===== config.mk =====
export PLATFORM = sky130hd
export DESIGN_NAME = rsi_skid
export DESIGN_NICKNAME = d
export VERILOG_FILES = /design/src/rtl/rsi_pkg.sv /design/src/rtl/rsi_skid.sv
export SDC_FILE = /design/constraint.sdc
export NUM_CORES = 1
export LEC_CHECK = 0
export BUFFER_PORTS_ARGS = -buffer_cell sky130_fd_sc_hd__buf_4
export CORE_MARGIN = 3
export CORE_UTILIZATION = 50
export DETAILED_ROUTE_END_ITERATION = 12
export HOLD_SLACK_MARGIN = 0.1
export PLACE_DENSITY = 0.77
export RECOVER_POWER = 25
export SLEW_MARGIN = 20
export SYNTH_ARGS = -nofsm -noshare
export SYNTH_HDL_FRONTEND = slang
export SYNTH_SLANG_ARGS = --single-unit

===== constraint.sdc =====
create_clock -name i_clk -period 12.95 [get_ports i_clk]
set_input_delay 1.295 -clock i_clk [delete_from_list [all_inputs] [get_ports i_clk]]
set_output_delay 1.295 -clock i_clk [all_outputs]
set_load 0.05 [all_outputs]

===== src/rtl/rsi_pkg.sv =====
// Shared types, widths and codes of the ray / sphere intersection pipeline.
package rsi_pkg;

    localparam int COORD_W   = 32;
    localparam int FRAC_BITS = 16;
    localparam int RADIUS_W  = 31;
    localparam int CNT_W     = 32;
    localparam int DATA_W    = 32;
    localparam int ADDR_W    = 3;
    localparam int MUL_CHUNK = 12;

    localparam logic [RADIUS_W-1:0] RADIUS_RESET = RADIUS_W'(65536);

    // Register word index taken from paddr above the byte offset.
    localparam logic [ADDR_W-3:0] REG_RADIUS = '0;

    // Width of A, B and C; C may go as low as minus the squared radius.
    localparam int SUM_W  = (2 * COORD_W + 2 > 2 * RADIUS_W + 2) ?
                            2 * COORD_W + 2 : 2 * RADIUS_W + 2;
    localparam int DIFF_W = 2 * SUM_W + 1;
    localparam int X_W    = DIFF_W - 1 + 2 * FRAC_BITS;
    localparam int SQ_W   = (X_W + 1) / 2;
    localparam int NUM_W  = ((SQ_W + 1 > SUM_W + FRAC_BITS) ?
                            SQ_W + 1 : SUM_W + FRAC_BITS) + 2;
    localparam int MAG_W  = ((NUM_W > SUM_W) ? NUM_W : SUM_W) + 1;

    localparam logic [1:0] ROOTS_NONE = 2'd0;
    localparam logic [1:0] ROOTS_ONE  = 2'd1;
    localparam logic [1:0] ROOTS_TWO  = 2'd2;

    typedef struct packed {
        logic signed [COORD_W-1:0] origin_x;
        logic signed [COORD_W-1:0] origin_y;
        logic signed [COORD_W-1:0] origin_z;
        logic signed [COORD_W-1:0] dir_x;
        logic signed [COORD_W-1:0] dir_y;
        logic signed [COORD_W-1:0] dir_z;
    } t_ray;

    typedef struct packed {
        logic                      hit;
        logic [1:0]                root_count;
        logic signed [COORD_W-1:0] t_near;
        logic signed [COORD_W-1:0] t_far;
        logic [CNT_W-1:0]          tests_total;
        logic [CNT_W-1:0]          hits_total;
    } t_hit;

    typedef struct packed {
        logic azero;
        logic dneg;
        logic dzero;
    } t_flags;

endpackage


===== src/rtl/rsi_skid.sv =====
// Output register with a one-entry skid buffer behind it.
module rsi_skid (
    input  logic          i_clk,
    input  logic          i_rst_n,
    input  logic          i_valid,
    output logic          o_ready,
    input  rsi_pkg::t_hit i_data,
    output logic          o_valid,
    input  logic          i_ready,
    output rsi_pkg::t_hit o_data
);
    logic          r_ov;
    logic          r_full;
    rsi_pkg::t_hit r_out;
    rsi_pkg::t_hit r_skid;

    assign o_ready = !r_full;
    assign o_valid = r_ov;
    assign o_data  = r_out;

    always_ff @(posedge i_clk) begin
        if (!i_rst_n) begin
            r_ov   <= 1'b0;
            r_full <= 1'b0;
        end else if (i_ready || !r_ov) begin
            if (r_full) begin
                r_ov   <= 1'b1;
                r_full <= 1'b0;
            end else begin
                r_ov <= i_valid;
            end
        end else if (i_valid && !r_full) begin
            r_full <= 1'b1;
        end
    end

    always_ff @(posedge i_clk) begin
        if (i_ready || !r_ov) begin
            if (r_full) begin
                r_out <= r_skid;
            end else if (i_valid) begin
                r_out <= i_data;
            end
        end else if (i_valid && !r_full) begin
            r_skid <= i_data;
        end
    end

endmodule


==> impl_metrics.toml, run 1 <==
[clocking]
h-tree-depth = 1
root_buffer = "clkbuf_16"
hold_buffers = 0
cts_buffers = 27
tritoncts = "built"
clk_latency_ns = 0.52
cts-resized-gates = 0
clockBufferDepth = 3
postCtsSetupRepairBufs = 0
cts_sinks = 264
cts.clk_slew.worst_paths_ns = 0.06

[run]
max-cap-violations = 1

[logic_synthesis]
synth_top_area_share_pct = 80.5
synth_seq_area_share_pct = 81.0
synth_top_cells_by_count = "edfxtp_1 (262), mux2_2 (73), mux2_4 (58)"
synth_top_cell_by_area = "edfxtp_1"
synth_area_leaders = "edfxtp_1 (81%), mux2_4 (8.9%), mux2_2 (8.4%)"
synth_ff_type = "edfxtp_1"
syn_inst = 417
syn_area_mm2 = 0.00977
synth-edff-count = 262
yosys_warnings = 0
ys_ff_latch = 264
ys_async_sr_fraction_pct = 0
synthDistinctLibCells = 12
syn_nets = 552
avgSynthCellArea_um2 = 23.4
synth_most_common_cell = "edfxtp_1"

[sta]
drv_slew = 38
min_period_ns = 4.46
worst_slew_pin_slew_ns = 1.72
setup_tns_ns = 0
rsz0062_at_grt = "false"
slew_headroom_pct = -14.9
finalHoldViolCount = 0
hold_ws_ns = 0.539
fmax_mhz = 224
post-route-period-util_pct = 34.5
setup_viol = 0
fin_worst_skew_ns = 0.0131
setup_ws_ns = 8.49

[power_and_ir_drop]
switchingPower_uw = 463
power_frac_seq_pct = 51.4
powerDensity_mw_per_mm2 = 155
power.leakage_nw = 4.59
pwr-share-clk_pct = 37.1
max-vdd-ir-drop_uv = 108
combPwrFrac_pct = 11.5
power_mw = 1.95
swShare_pct = 23.8
power.internal_mw = 1.48

[die]
core-area_mm2 = 0.0190
fp.dieW_um = 146
start_util_pct = 51.5
die_area_mm2 = 0.0212
row_count = 50
ios = 268
die_y_um = 146

[final_layout]
multiInputGateArea_mm2 = 0.00170
final_net_count = 839
postLayoutCoreUtil_pct = 66.3
area_delta_synth_final_pct = 28.6
diodes = 0
n_fill_cell = 1340
drive_gt1_share_pct = 50.5
regArea_mm2 = 0.00791

[routing]
num_vias = 4935
dr.pass1.iters = 4
totalWireLength_um = 19000
routed_via_density = 5.02
routed_wire_length_per_instance_um = 19.3
ant_nets = 0
drt_iter0_drc = 317
drc = 0

[setup_path]
cp.required_ns = 11.65
cp-end-kind = "output port"
rrSetupSlack_ns = 9.00
criticalPathCategory = "flip-flop to output port"
critPathMaxFanout = 49
cp_top_family = "flip-flops"
crit_top_cell = "buf_4"
worstPathCellList = "buf_4 > inv_1 > buf_4"
slowest_stage = "dfxtp_1"
slowest_delay_ns = 1.47
cp.arrival_ns = 3.17
critical_path.startpoint_type = "flip-flop"
critPathBufInv = 3

[placement]
pre_cts_ws_ns = 9.15
io_buffers = 267
gp_congestion = 0.748
dp_hpwl_um = 12800

[run_status]
outcome = "finished with violations"
violations = "max-capacitance violations, max-slew violations"

[global_routing]
grt_pass1_wl_um = 29800
antenna_found_initial = 1
overflow = 0
grt_use_total_pct = 17.5
grt_max_degree = 83
grt_pass1_vias = 5356

[worst_hold_path]
hold_class = "flip-flop to flip-flop"
through the flow:
stage,cell area [um^2],instances
finish,12600,983
global route,12600,983
CTS,12900,983
detailed placement,12000,935
global placement,12000,935
floorplan,9770,417
cell type report:
class                           instances  share of cell area, %
Inverter                                1                 0.0299
Multi-Input combinational cell        137                   13.5
Tap cell                              260                   2.59
Clock inverter                         12                  0.707
Sequential cell                       264                   62.9
Timing Repair Buffer                  273                   14.3
Clock buffer                           36                   5.88
placed cells by master, fill, tap and decap left out, drive strengths merged:
cell / count
edfxtp: 262
clkbuf: 168
buf: 141
mux2: 131
clkinv: 8
inv: 3
dfxtp: 2
nor3b: 2
nor2: 1
nand2b: 1
nor2b: 1
a21boi: 1
bufinv: 1
clkinvlp: 1
path summary, 6_finish.rpt:
kind / endpoint / cells after the start / from
hold / removal: o_data[96]$_DFFE_PP_ / 1 / r_skid[96]$_DFFE_PP_
setup reg to reg: o_data[123]$_DFFE_PP_ / 4 / r_full$_SDFFE_PP0P_
setup / recovery: o_ready / 3 / r_full$_SDFFE_PP0P_
hold reg to reg: o_data[96]$_DFFE_PP_ / 1 / r_skid[96]$_DFFE_PP_
registers in the layout, indices dropped and copies added, names as in the netlist:
| register | count |
|---|---|
| o_data | 131 |
| r_skid | 131 |
| r_full | 1 |
| o_valid | 1 |
cell families after synthesis:
logic type	after synthesis	synth area share (%)
buffers and inverters	16	1.32
AO/OA/AOI/OAI	1	0.0769
multiplexers	131	17.3
flip-flops	264	81.0
AND/OR/NAND/NOR	5	0.320
layer usage:
layer	GRT usage [%]	vias up	routed length, um
met5	0	-	13
met4	5.94	2	518
met3	5.89	39	1990
met2	28.9	217	9220
met1	22.0	2422	7210
li1	-	2255	-
power by group through the flow:
stage | sequential [mW] | combinational, mW | clock, mW
after floorplan | 1.12 | 0.0468 | 0
final | 1.00 | 0.223 | 0.722
after global routing | 1.00 | 0.234 | 0.781
after global placement | 1.02 | 0.232 | 0
after CTS | 1.00 | 0.237 | 0.741
after detailed placement | 1.02 | 0.237 | 0
Power figures use the tool's default switching activity.
==> run 2: changes to the inputs <==
ABC_AREA = 1   (was default)
CORE_UTILIZATION = 47   (was 50)
PLACE_DENSITY = 0.76   (was 0.77)
clock period = 4 ns   (was 12.95 ns; I/O delays follow)
==> run 2 against run 1 <==
Against the previous run: the run now ends clean; sequential power grew to 3.3 times the previous value; synthesized cell count up 67%; sequential share of layout area shrank 4.7 points; power rose to 3.2 times the previous value; sequential cell count is the same; count of clock-buffer cells in the layout down 3; clock skew is 0.0014 ns lower; die area rose by 4.7%; worst setup slack got worse by 7.1 ns.
==> impl_metrics.toml, run 2 <==
[die]
ios = 268
die_y_um = 149
start_util_pct = 48.7
die_area_mm2 = 0.0223
fp.dieW_um = 149
row_count = 51
core-area_mm2 = 0.0198

[clocking]
h-tree-depth = 1
cts.clk_slew.worst_paths_ns = 0.06
cts_buffers = 26
root_buffer = "clkbuf_16"
cts_sinks = 264
tritoncts = "built"
postCtsSetupRepairBufs = 0
clk_latency_ns = 0.51
clockBufferDepth = 3

[global_routing]
grt_pass1_vias = 6760
overflow = 0
antenna_found_initial = 0
grt_max_degree = 96
grt_pass1_wl_um = 34900
grt_use_total_pct = 20.0

[sta]
drv_slew = 0
finalHoldViolCount = 0
post-route-period-util_pct = 65.4
setup_tns_ns = 0
worst_slew_pin_slew_ns = 1.10
min_period_ns = 2.61
fmax_mhz = 383
hold_ws_ns = 0.139
rsz0062_at_grt = "false"
setup_viol = 0
slew_headroom_pct = 26.4
fin_worst_skew_ns = 0.0117

[routing]
ant_nets = 0
num_vias = 6563
routed_wire_length_per_instance_um = 16.6
drc = 0
drt_iter0_drc = 444
totalWireLength_um = 22900
routed_via_density = 4.75
dr.pass1.iters = 5

[logic_synthesis]
synthMuxAreaShare_pct = 0
avgSynthCellArea_um2 = 13.8
synth_most_common_cell = "nand2_1"
synth_seq_area_share_pct = 82.1
ys_ff_latch = 264
synth_top_cell_by_area = "edfxtp_1"
syn_area_mm2 = 0.00964
synthXorXnorAreaFrac_pct = 0
syn_inst = 696
synthDistinctLibCells = 13
ys_async_sr_fraction_pct = 0
synth_top_area_share_pct = 81.7
synth_top_family_by_area = "simple AND/OR/NAND/NOR gates"
synth-compound-area-share_pct = 0.104
synth-edff-count = 262
synth_top_cells_by_count = "nand2_1 (394), edfxtp_1 (262), buf_2 (16)"
yosys_warnings = 0
syn_nets = 831
synth_area_leaders = "edfxtp_1 (82%), nand2_1 (15%), buf_6 (1.2%)"
synth_fa_ha_area_share_pct = 0
synth_simple_gate_area_share_pct = 15.6
synth_ff_type = "edfxtp_1"

[setup_path]
rrSetupSlack_ns = 1.49
slowest_stage = "dfxtp_4"
critical_path.startpoint_type = "flip-flop"
cp-end-kind = "output port"
slowest_delay_ns = 0.77
cp.arrival_ns = 2.21
worstPathCellList = "inv_4 > buf_4"
critPathMaxFanout = 95
critPathBufInv = 2
cp.required_ns = 3.60
cp_top_family = "buffers and inverters"
criticalPathCategory = "flip-flop to output port"

[placement]
io_buffers = 267
gp_congestion = 0.803
place_inst = 1205
dp_hpwl_um = 13400

[final_layout]
postLayoutCoreUtil_pct = 68.7
instances_no_fill = 1383
n_fill_cell = 1403
final_net_count = 1234
drive_gt1_share_pct = 19.8
final_cell_mix = "nand2_1 (394), edfxtp_1 (262), dlygate4sd3_1 (131)"
diodes = 0
layout_commonest_cell = "nand2_1"
area_delta_synth_final_pct = 41.0

[run]
max-cap-violations = 0

[worst_hold_path]
hold_class = "input port to flip-flop"

[power_and_ir_drop]
powerDensity_mw_per_mm2 = 464
max-vdd-ir-drop_uv = 369
power_mw = 6.30
power.leakage_nw = 5.51

[run_status]
outcome = "completed"
run 2: path summary, 6_finish.rpt:
| path | from | to | depth (start not counted) |
|---|---|---|---|
| worst max register to register | r_full$_SDFFE_PP0P_ | o_data[90]$_DFFE_PP_ | 3 |
| worst min register to register | r_skid[109]$_DFFE_PP_ | o_data[109]$_DFFE_PP_ | 2 |
| worst min-delay path | i_rst_n | o_valid$_SDFFE_PN0P_ | 3 |
| worst max-delay path | r_full$_SDFFE_PP0P_ | o_ready | 2 |
run 2: timing repair:
action / in CTS / in global routing
setup endpoints to repair: 0 / 0
hold buffers: 131 / 0
hold endpoints to repair: 131 / 0
resized for setup: 0 / 0
run 2: per-stage QoR:
stage	worst slack, ns	instance area (um^2)
floorplan	0.698	9650
global placement	1.53	11800
detailed placement	1.46	11800
CTS	1.35	13900
global route	1.24	13600
finish	1.39	13600
run 2: final cells by class:
type / count / area, um^2 / area share, %
clock buffers: 33 / 698 / 5.14
flip-flops and latches: 264 / 7910 / 58.2
well taps: 265 / 332 / 2.44
inverters: 2 / 10.0 / 0.0737
clock inverters: 14 / 67.6 / 0.497
repair buffers: 404 / 3040 / 22.3
multi-input cells: 401 / 1530 / 11.3
run 2: kinds of logic after synthesis:
kind of cell    Yosys count
compound gates            2
buf+inv                  31
flops                   264
simple gates            399
run 2: worst reg2reg max path, cell delays in order (launching register included):
cell and delay (ns):
dfxtp_4 0.77, nor2_1 0.20, a21oi_4 0.59, buf_4 0.55
run 2: where the power goes:
part           total (mW)  switching (mW)  internal [mW]  leakage [nW]
Combinational       0.851           0.573          0.278          2.65
Sequential           3.26          0.0467           3.21          2.48
Clock                2.19           0.960           1.23         0.375
run 2: metal layers:
metal  wire length, um  share of wire, %  track usage, %  up-vias
met5                 0                 0               0        -
met3              1890               8.2            4.92       56
met2             11800                51            35.7      299
li1                  -                 -               -     3169
met1              8470                37            23.4     3039
met4               795               3.5            7.32        0
